--- src/rtl/core/hrsp_pkg.sv ---
`default_nettype none
package hrsp_pkg;

    localparam logic [1:0] KIND_DATA   = 2'd0;
    localparam logic [1:0] KIND_ACCEPT = 2'd1;
    localparam logic [1:0] KIND_END    = 2'd2;
    localparam logic [1:0] KIND_ERROR  = 2'd3;

    localparam logic [2:0] ERR_NONE        = 3'd0;
    localparam logic [2:0] ERR_NO_COLON    = 3'd1;
    localparam logic [2:0] ERR_TYPE        = 3'd2;
    localparam logic [2:0] ERR_LENGTH      = 3'd3;
    localparam logic [2:0] ERR_MISSING_END = 3'd4;
    localparam logic [2:0] ERR_DIGIT       = 3'd5;

    localparam logic [7:0] TYPE_DATA = 8'h00;
    localparam logic [7:0] TYPE_END  = 8'h01;

    localparam logic [9:0] HEADER_LEN = 10'd9;
    localparam logic [9:0] POS_MAX    = 10'd1023;
    localparam logic [7:0] CH_NEWLINE = 8'd10;
    localparam logic [7:0] CH_COLON   = 8'h3A;

    typedef struct packed {
        logic       ok;
        logic [3:0] value;
    } hex_digit_t;

    function automatic hex_digit_t hex_decode(input logic [7:0] c);
        hex_digit_t r;
        r.ok = 1'b1;
        r.value = 4'd0;
        if (c >= 8'h30 && c <= 8'h39) begin
            r.value = 4'(c - 8'h30);
        end else if (c >= 8'h41 && c <= 8'h46) begin
            r.value = 4'(c - 8'h37);
        end else if (c >= 8'h61 && c <= 8'h66) begin
            r.value = 4'(c - 8'h57);
        end else begin
            r.ok = 1'b0;
        end
        return r;
    endfunction

endpackage
`default_nettype wire

--- src/rtl/core/hex_record_stream_parser.sv ---
// Intel HEX record parser, one character per transaction.
// Input channel: s_tdata[7:0] is the character (10 ends a line), s_tlast marks end of
// input (the character is then ignored).
// Result channel: m_tuser is the kind (0 data byte, 1 data record accepted, 2 end
// record, 3 error); m_tdata holds address, data byte and error code.
// A transaction produces zero or one result. Each character passes an input register
// and then a result register. Throughput is one character per cycle while the result
// channel does not stall; the only loop is the parser state update.
// The input register keeps accepting while a result waits, as long as that result is
// taken or the input register is empty; when m_tready stays low both registers fill
// and s_tready drops, with nothing lost.
// Data bytes come out as soon as their second digit arrives; a data record is
// reported as accepted or as a length error at its newline. Checksum characters are
// counted but not checked. After any error the block gives no further results until
// reset; after an end record it gives no further results either.
// Synchronous reset clears all parser state and the valid flags of both registers.
`default_nettype none
module hex_record_stream_parser (
    input  wire logic        aclk,
    input  wire logic        aresetn,
    input  wire logic        s_tvalid,
    output logic             s_tready,
    input  wire logic [7:0]  s_tdata,   // ch
    input  wire logic        s_tlast,   // end_of_input
    output logic             m_tvalid,
    input  wire logic        m_tready,
    output logic [31:0]      m_tdata,   // byte_address, data_byte, error_code, zero fill
    output logic [1:0]       m_tuser    // out_kind
);
    import hrsp_pkg::*;

    logic        in_valid_reg, in_valid_next;
    logic [7:0]  in_ch_reg;
    logic        in_eoi_reg;

    logic [9:0]  line_pos_reg, line_pos_next;
    logic [7:0]  byte_count_reg, byte_count_next;
    logic [15:0] rec_addr_reg, rec_addr_next;
    logic [3:0]  high_nib_reg, high_nib_next;
    logic        end_seen_reg, end_seen_next;
    logic        halted_reg, halted_next;

    logic        out_valid_reg, out_valid_next;
    logic [1:0]  out_kind_reg, out_kind_next;
    logic [15:0] out_addr_reg, out_addr_next;
    logic [7:0]  out_byte_reg, out_byte_next;
    logic [2:0]  out_err_reg, out_err_next;

    logic        advance;
    logic        res_valid;
    logic [1:0]  res_kind;
    logic [15:0] res_addr;
    logic [7:0]  res_byte;
    logic [2:0]  res_err;
    hex_digit_t  digit;
    logic [9:0]  p;
    logic [9:0]  data_end;
    logic [9:0]  line_len;
    logic [9:0]  off;
    logic [7:0]  kind_val;

    assign advance  = in_valid_reg && (!out_valid_reg || m_tready);
    assign s_tready = !in_valid_reg || advance;

    assign p        = line_pos_reg;
    assign digit    = hex_decode(in_ch_reg);
    assign data_end = HEADER_LEN + {1'b0, byte_count_reg, 1'b0};
    assign line_len = data_end + 10'd2;
    assign off      = p - HEADER_LEN;
    assign kind_val = {high_nib_reg, digit.value};

    always_comb begin
        res_valid       = 1'b0;
        res_kind        = KIND_DATA;
        res_addr        = 16'd0;
        res_byte        = 8'd0;
        res_err         = ERR_NONE;
        line_pos_next   = line_pos_reg;
        byte_count_next = byte_count_reg;
        rec_addr_next   = rec_addr_reg;
        high_nib_next   = high_nib_reg;
        end_seen_next   = end_seen_reg;
        halted_next     = halted_reg;
        if (halted_reg || end_seen_reg) begin
            res_valid = 1'b0;
        end else if (in_eoi_reg) begin
            res_valid = 1'b1;
            res_kind  = KIND_ERROR;
            res_err   = ERR_MISSING_END;
        end else if (in_ch_reg == CH_NEWLINE) begin
            res_valid = 1'b1;
            if (p == 10'd0) begin
                res_kind = KIND_ERROR;
                res_err  = ERR_NO_COLON;
            end else if (p < HEADER_LEN || p != line_len) begin
                res_kind = KIND_ERROR;
                res_err  = ERR_LENGTH;
            end else begin
                res_kind      = KIND_ACCEPT;
                res_addr      = rec_addr_reg;
                line_pos_next = 10'd0;
            end
        end else begin
            line_pos_next = (p < POS_MAX) ? p + 10'd1 : POS_MAX;
            if (p == 10'd0) begin
                if (in_ch_reg != CH_COLON) begin
                    res_valid = 1'b1;
                    res_kind  = KIND_ERROR;
                    res_err   = ERR_NO_COLON;
                end
            end else if (p < HEADER_LEN) begin
                if (!digit.ok) begin
                    res_valid = 1'b1;
                    res_kind  = KIND_ERROR;
                    res_err   = ERR_DIGIT;
                end else if (p == 10'd1 || p == 10'd7) begin
                    high_nib_next = digit.value;
                end else if (p == 10'd2) begin
                    byte_count_next = kind_val;
                end else if (p <= 10'd6) begin
                    rec_addr_next = {rec_addr_reg[11:0], digit.value};
                end else if (kind_val == TYPE_END) begin
                    end_seen_next = 1'b1;
                    res_valid     = 1'b1;
                    res_kind      = KIND_END;
                    res_addr      = rec_addr_reg;
                end else if (kind_val != TYPE_DATA) begin
                    res_valid = 1'b1;
                    res_kind  = KIND_ERROR;
                    res_err   = ERR_TYPE;
                end
            end else if (p < data_end) begin
                if (!digit.ok) begin
                    res_valid = 1'b1;
                    res_kind  = KIND_ERROR;
                    res_err   = ERR_DIGIT;
                end else if (!off[0]) begin
                    high_nib_next = digit.value;
                end else begin
                    res_valid = 1'b1;
                    res_kind  = KIND_DATA;
                    res_addr  = rec_addr_reg + {7'd0, off[9:1]};
                    res_byte  = {high_nib_reg, digit.value};
                end
            end
        end
        if (res_valid && res_kind == KIND_ERROR) begin
            halted_next = 1'b1;
        end
    end

    always_comb begin
        in_valid_next  = in_valid_reg;
        out_valid_next = out_valid_reg;
        out_kind_next  = out_kind_reg;
        out_addr_next  = out_addr_reg;
        out_byte_next  = out_byte_reg;
        out_err_next   = out_err_reg;
        if (m_tready) begin
            out_valid_next = 1'b0;
        end
        if (advance) begin
            out_valid_next = res_valid;
            out_kind_next  = res_kind;
            out_addr_next  = res_addr;
            out_byte_next  = res_byte;
            out_err_next   = res_err;
            in_valid_next  = 1'b0;
        end
        if (s_tvalid && s_tready) begin
            in_valid_next = 1'b1;
        end
    end

    always_ff @(posedge aclk) begin
        if (!aresetn) begin
            in_valid_reg   <= 1'b0;
            out_valid_reg  <= 1'b0;
            line_pos_reg   <= 10'd0;
            byte_count_reg <= 8'd0;
            rec_addr_reg   <= 16'd0;
            high_nib_reg   <= 4'd0;
            end_seen_reg   <= 1'b0;
            halted_reg     <= 1'b0;
        end else begin
            in_valid_reg  <= in_valid_next;
            out_valid_reg <= out_valid_next;
            if (advance) begin
                line_pos_reg   <= line_pos_next;
                byte_count_reg <= byte_count_next;
                rec_addr_reg   <= rec_addr_next;
                high_nib_reg   <= high_nib_next;
                end_seen_reg   <= end_seen_next;
                halted_reg     <= halted_next;
            end
        end
    end

    always_ff @(posedge aclk) begin
        if (s_tvalid && s_tready) begin
            in_ch_reg  <= s_tdata;
            in_eoi_reg <= s_tlast;
        end
        out_kind_reg <= out_kind_next;
        out_addr_reg <= out_addr_next;
        out_byte_reg <= out_byte_next;
        out_err_reg  <= out_err_next;
    end

    assign m_tvalid = out_valid_reg;
    assign m_tuser  = out_kind_reg;
    assign m_tdata  = {5'd0, out_err_reg, out_byte_reg, out_addr_reg};

    assert property (@(posedge aclk) disable iff (!aresetn)
        (out_valid_reg && out_kind_reg == KIND_ERROR) |-> halted_reg)
        else $error("error result without halt");

    assert property (@(posedge aclk) disable iff (!aresetn)
        (out_valid_reg && out_kind_reg == KIND_END) |-> end_seen_reg)
        else $error("end result without end flag");

    assert property (@(posedge aclk) disable iff (!aresetn)
        !(halted_reg && end_seen_reg))
        else $error("halted after end record");

    assert property (@(posedge aclk) disable iff (!aresetn)
        (halted_reg && !out_valid_reg) |=> !out_valid_reg)
        else $error("result after halt");

endmodule
`default_nettype wire

--- config.mk ---
export PLATFORM = sky130hd
export DESIGN_NAME = hex_record_stream_parser
export DESIGN_NICKNAME = d
export VERILOG_FILES = /design/src/rtl/core/hrsp_pkg.sv /design/src/rtl/core/hex_record_stream_parser.sv
export SDC_FILE = /design/constraint.sdc
export NUM_CORES = 1
export LEC_CHECK = 0
export ABC_AREA = 1
export BUFFER_PORTS_ARGS = -buffer_cell sky130_fd_sc_hd__buf_2
export CORE_MARGIN = 1.5
export CORE_UTILIZATION = 46
export DETAILED_ROUTE_END_ITERATION = 12
export PLACE_DENSITY = 0.63
export SYNTH_ARGS = -nofsm -noshare
export SYNTH_HDL_FRONTEND = slang
export SYNTH_SLANG_ARGS = --single-unit
--- constraint.sdc ---
create_clock -name aclk -period 7.2 [get_ports aclk]
set_input_delay 1.44 -clock aclk [delete_from_list [all_inputs] [get_ports aclk]]
set_output_delay 1.44 -clock aclk [all_outputs]
set_load 0.05 [all_outputs]
Word level (Yosys, flattened, before mapping)
Cells that the tools add are included.
{"block": "totals", "ff_bits": 80, "wordCells": 162, "inputBits": 13, "out_inout_bits": 36}
{"block": "classes", "reduce_logical": 26, "bitwise_logic": 10, "eq_ne": 14, "add_sub_neg": 8, "order_cmp": 10, "n_mux": 79}
{"cell": "16-bit 2-to-1 mux", "n": 13}
{"cell": "2-bit 2-to-1 mux", "n": 23}
{"cell": "10-bit 2-to-1 mux", "n": 4}
{"cell": "4-bit 2-to-1 mux", "n": 9}
{"cell": "1-bit 2-to-1 mux", "n": 23}
{"cell": "3-bit 2-to-1 mux", "n": 7}
{"cell": "10-bit AND reduction", "n": 2}
{"cell": "16-bit by 9-bit adder with 16-bit output", "n": 1}
{"cell": "8-bit by 7-bit greater-or-equal comparator with 1-bit output, second input constant", "n": 2}
{"cell": "8-bit by 7-bit <= comparator with 1-bit output, second input constant", "n": 2}
{"cell": "11-bit AND reduction", "n": 1}
{"cell": "10-bit by 1-bit adder with 10-bit output, second input constant", "n": 1}
{"cell": "10-bit by 2-bit adder with 10-bit output, second input constant", "n": 1}
{"cell": "4-bit by 9-bit adder with 10-bit output, first input constant", "n": 1}
{"cell": "10-bit by 1-bit == test with 1-bit output, second input constant", "n": 1}
{"cell": "10-bit by 2-bit == test with 1-bit output, second input constant", "n": 1}
{"cell": "10-bit by 3-bit == test with 1-bit output, second input constant", "n": 1}
{"cell": "10-bit by 3-bit <= comparator with 1-bit output, second input constant", "n": 1}
{"cell": "10-bit zero test", "n": 1}
{"cell": "10-bit less-than comparator", "n": 1}
{"cell": "10-bit less-than comparator, second input constant", "n": 1}
{"cell": "10-bit by 4-bit less-than comparator with 1-bit output, second input constant", "n": 1}
{"cell": "10-bit != test", "n": 1}
{"cell": "1-bit inverter", "n": 10}
{"cell": "21 further kinds", "n": 38}

Depth between registers and ports, before layout
{"block": "logic_depth", "depth_word": 20, "depth_mapped": 21, "depth_no_buf": 20}

Worst setup path after synthesis
Ideal clock, no wire load.
{"block": "synth_timing", "kind": "input to output", "startpoint": "input port m_tready", "endpoint": "output port s_tready", "required_time_ns": 5.760, "setup_slack_ns": 3.860, "path_buffers": 0, "cell_stages": 2, "arrival_time_ns": 1.900, "path_cell_list": "inv_1 nand3_1"}
{"block": "synth_between", "elab_chain_cells": 3}
{"element": "from (decl)", "line": "hex_record_stream_parser.sv:26", "rtl": "input wire logic m_tready,"}
{"element": "1-bit logical OR", "line": "hex_record_stream_parser.sv:62", "rtl": "assign advance = in_valid_reg && (!out_valid_reg || m_tready);"}
{"element": "1-bit logical AND", "line": "hex_record_stream_parser.sv:62"}
{"element": "1-bit logical OR", "line": "hex_record_stream_parser.sv:63", "rtl": "assign s_tready = !in_valid_reg || advance;"}
{"element": "to (decl)", "line": "hex_record_stream_parser.sv:22", "rtl": "output logic s_tready,"}
Every way passes these cells.

Worst setup path after layout
{"block": "layout_timing", "startpoint": "register byte_count_reg[2]", "endpoint": "register out_addr_reg[8], data pin"}
{"block": "layout_between", "elab_chain_cells": 7, "word_cells_on_any_way": 11, "classes_between": "add/sub: 2; order compare: 1; eq/ne: 1; mux: 6; reduce/logical: 1"}
{"element": "from (decl)", "line": "hex_record_stream_parser.sv:37", "rtl": "logic [7:0] byte_count_reg, byte_count_next;"}
{"element": "from (signal assigned)", "line": "hex_record_stream_parser.sv:190", "rtl": "byte_count_reg <= byte_count_next;"}
{"element": "4-bit by 9-bit adder with 10-bit output (*)", "line": "hex_record_stream_parser.sv:67", "rtl": "assign data_end = HEADER_LEN + {1'b0, byte_count_reg, 1'b0};"}
{"element": "10-bit by 2-bit adder with 10-bit output", "line": "hex_record_stream_parser.sv:68", "rtl": "assign line_len = data_end + 10'd2;"}
{"element": "10-bit != test", "line": "hex_record_stream_parser.sv:95", "rtl": "end else if (p < HEADER_LEN || p != line_len) begin"}
{"element": "1-bit logical OR", "line": "hex_record_stream_parser.sv:95"}
{"element": "16-bit 2-to-1 mux", "line": "hex_record_stream_parser.sv:95"}
{"element": "16-bit 2-to-1 mux", "line": "hex_record_stream_parser.sv:92", "rtl": "if (p == 10'd0) begin"}
{"element": "16-bit 2-to-1 mux (*)", "line": "hex_record_stream_parser.sv:90", "rtl": "end else if (in_ch_reg == CH_NEWLINE) begin"}
{"element": "to (signal assigned)", "line": "hex_record_stream_parser.sv:205", "rtl": "out_addr_reg <= out_addr_next;"}
{"element": "to (decl)", "line": "hex_record_stream_parser.sv:45", "rtl": "logic [15:0] out_addr_reg, out_addr_next;"}
Every way passes the cells marked *; elsewhere a longest branch is shown, timed or not.
A chain may end at the register's enable or synchronous reset.

==> results.toml <==
[power_and_ir_drop]
vdd_drop_max_v = 0.000172
comb_power_share_pct = 11.5
power.share.clock_pct = 43.1
seqPwrFrac_pct = 45.4
intPower_mw = 0.800
powerDensity_nw_per_um2 = 185
p_sw_mw = 0.297
p_leak_nw = 2.53
netSwitchingFraction_pct = 27.1

[synthesis]
yosys.area.top_type_share_pct = 21.3
syn-mean-instance-area_sq_um = 7.53
synth-edff-count = 38
synth_xor_area_share_pct = 2.12
async_flop_share_pct = 0
synth_warnings = 0
ys_ff_latch = 80
synth_largest_area_cell = "edfxtp_1"
syn_inst = 713
synth_top_family_by_area = "simple AND/OR/NAND/NOR gates"
synth_compound_area_share_pct = 16.6
yosysUniqueCellTypes = 47
syn_area_sq_um = 5370
synth.area.top_cells = "edfxtp_1, dfxtp_1, nand2_1"
ys_seq_area_share_pct = 36.9
yosys.area_share.simple_pct = 26.7
ys.flop_type = "dfxtp_1"
synth.area.mux_share_pct = 0
synth_fa_ha_area_share_pct = 7.37

[die]
ios = 49
start_util_pct = 47.0
die_w_microns = 111
die_h_microns = 111
core_sq_um = 11400
design.die.area_sq_um = 12300
rows = 39

[placed_design]
dp_slack_ps = 3770
place_congestion = 0.916
dp_hpwl_mm = 10.1
dp_cells = 879
io_buffers = 43

[worst_setup_path]
timing.rr.end = "out_addr_reg[8]"
endpoint = "out_addr_reg[8]"
worstRegToRegCells = 15
reg2reg_setup_slack_ps = 3720
regToRegStartpoint = "byte_count_reg[2]"
crit_path_end_kind = "flop"
setup.worst_path.class = "flop to flop"
path_max_fanout = 12
worstPathArrival_ps = 3670
cp-startpoint = "byte_count_reg[2]"
cp.required_ps = 7390
crit_path_start_kind = "flop"

[final_layout]
layout-drive-gt1-share_pct = 14.9
stdcell_count = 895
fin_util_pct = 51.9
insertedDiodeCount = 0
seq_area_sq_um = 1980
fillers = 1120
multi_input_area_sq_um = 2850
nNetsFinal = 791
syn_to_final_growth_pct = 10.4

[cts]
postCtsSetupBuffers = 0
ctsResizeCount = 0
cts_tree = "built"
max-clock-path-buffers = 2
clock-sinks = 80
cts_buffers = 9
clkSlewWorstSetupHoldPaths_ps = 60
cts_root_buf = "clkbuf_16"
htreeDepth = 3
clk_latency_ps = 350
holdBufCountCts = 0

[run_status]
outcome = "completed"

[drt]
drt_iter0_markers = 491
ant_nets = 0
finalWirelength_mm = 13.4
route.detailed.drc = 0
post_drt_wl_per_cell_microns = 14.9
avgViaCountPerCell = 5.48
drtPass1Iterations = 5
route.vias.total = 4901

[timing]
max_slew_margin_pct = 20.1
setup_viol = 0
fmax_ghz = 0.287
fin_crit_sh_pct = 48.3
setup-tns-final_ps = 0
drv_slew = 0
fin_crit_ps = 3480
rsz0062_at_grt = "no"
tightest_slew_ps = 1200
fin_ws_ps = 3720
finalHoldViolations = 0
fin_skew_ps = 7.69

[hold_path]
hold_path.class = "flop to flop"

[grt]
antenna_found_initial = 0
track_usage_pct = 22.3
grt_start_max_net_pins = 31
grt_pass1_vias = 4641
grt_first_pass_wirelength_mm = 22.2
grt_overflow = 0

[flow_run]
drv_cap = 0
[logic make-up after synthesis]
family,after synthesis
compound gates,154
buf+inv,128
simple gates,306
flops,80
other cells,1
xor+xnor,13
fa+ha+maj,31
[layout by cell type, fill, tap and decap left out, drive strengths merged]
master    count
nand2       132
inv         106
nor2         79
a21oi        69
nand3        56
o21ai        45
buf          43
dfxtp        42
edfxtp       38
ha           30
nand4        16
nor3         14
xor2         11
clkbuf       10
o21a          9
or2           7
a31oi         6
o22ai         6
a32oi         5
conb          5
a211oi        5
a22oi         3
xnor2         2
clkinv        2
nor4          2
a31o          2
o21bai        1
a21boi        1
a21o          1
o31ai         1
fa            1
clkinvlp      1
bufinv        1
[area by class of cell]
| cell class | instances | share of cell area [%] |
|---|---|---|
| Timing Repair Buffer | 43 | 3.63 |
| Clock buffer | 10 | 4.03 |
| Multi-Input combinational cell | 509 | 48.2 |
| Sequential cell | 80 | 33.5 |
| Inverter | 104 | 6.59 |
| Tap cell | 143 | 3.02 |
| Clock inverter | 6 | 1.10 |
[per-stage QoR]
step	hold WS [ps]	total power, mW	cell area, sq um
finish	465	1.10	5920
global route	501	1.13	5920
CTS	468	1.10	5920
detailed placement	459	0.633	5620
global placement	442	0.631	5620
floorplan	430	0.605	5380
[critical path, stage by stage (launching register included)]
cell and delay, ps:
dfxtp_1 510, ha_1 300, nand3_1 90, nand2_1 70, nand2_1 90, ha_1 310, a21oi_1 140, o21a_1 130
nand3_1 120, nor2_1 100, inv_1 70, nor3_2 650, inv_1 300, nor3_1 240, a21oi_1 60, a21oi_1 120
[worst min path at each step]
stage | from | depth (start not counted) | end | slack [ps]
2_1_floorplan | halted_reg | 2 | halted_reg | 430
4_1_cts | halted_reg | 2 | halted_reg | 470
3_3_place_gp | halted_reg | 2 | halted_reg | 440
3_5_place_dp | halted_reg | 2 | halted_reg | 460
5_1_grt | end_seen_reg | 2 | end_seen_reg | 500
6_report | halted_reg | 2 | halted_reg | 470
[Yosys cell counts (7+ instances only)]
library cell	n
ha_1	30
a21oi_1	67
dfxtp_1	42
nor2_2	8
inv_1	91
buf_4	10
nand2_2	7
nand3_1	51
nand2_1	124
nor2_1	68
o21a_1	9
edfxtp_1	38
inv_2	12
o21ai_0	43
nand4_1	14
xor2_1	11
nor3_1	12
[layer usage]
layer  vias up  GRT usage, %  wire length, microns
met1      2281          28.3                  6050
met4         0          7.93                   289
met5         -             0                     0
li1       2455             -                     -
met2       140          37.2                  6290
met3        25          5.36                   724
[power by group through the flow]
stage | combinational (mW) | sequential (mW) | clock (mW)
after CTS | 0.125 | 0.498 | 0.482
after floorplan | 0.0719 | 0.533 | 0
after detailed placement | 0.125 | 0.508 | 0
final | 0.126 | 0.498 | 0.473
after global routing | 0.137 | 0.499 | 0.497
after global placement | 0.123 | 0.508 | 0
No activity file was read; power rests on OpenSTA's default activity.
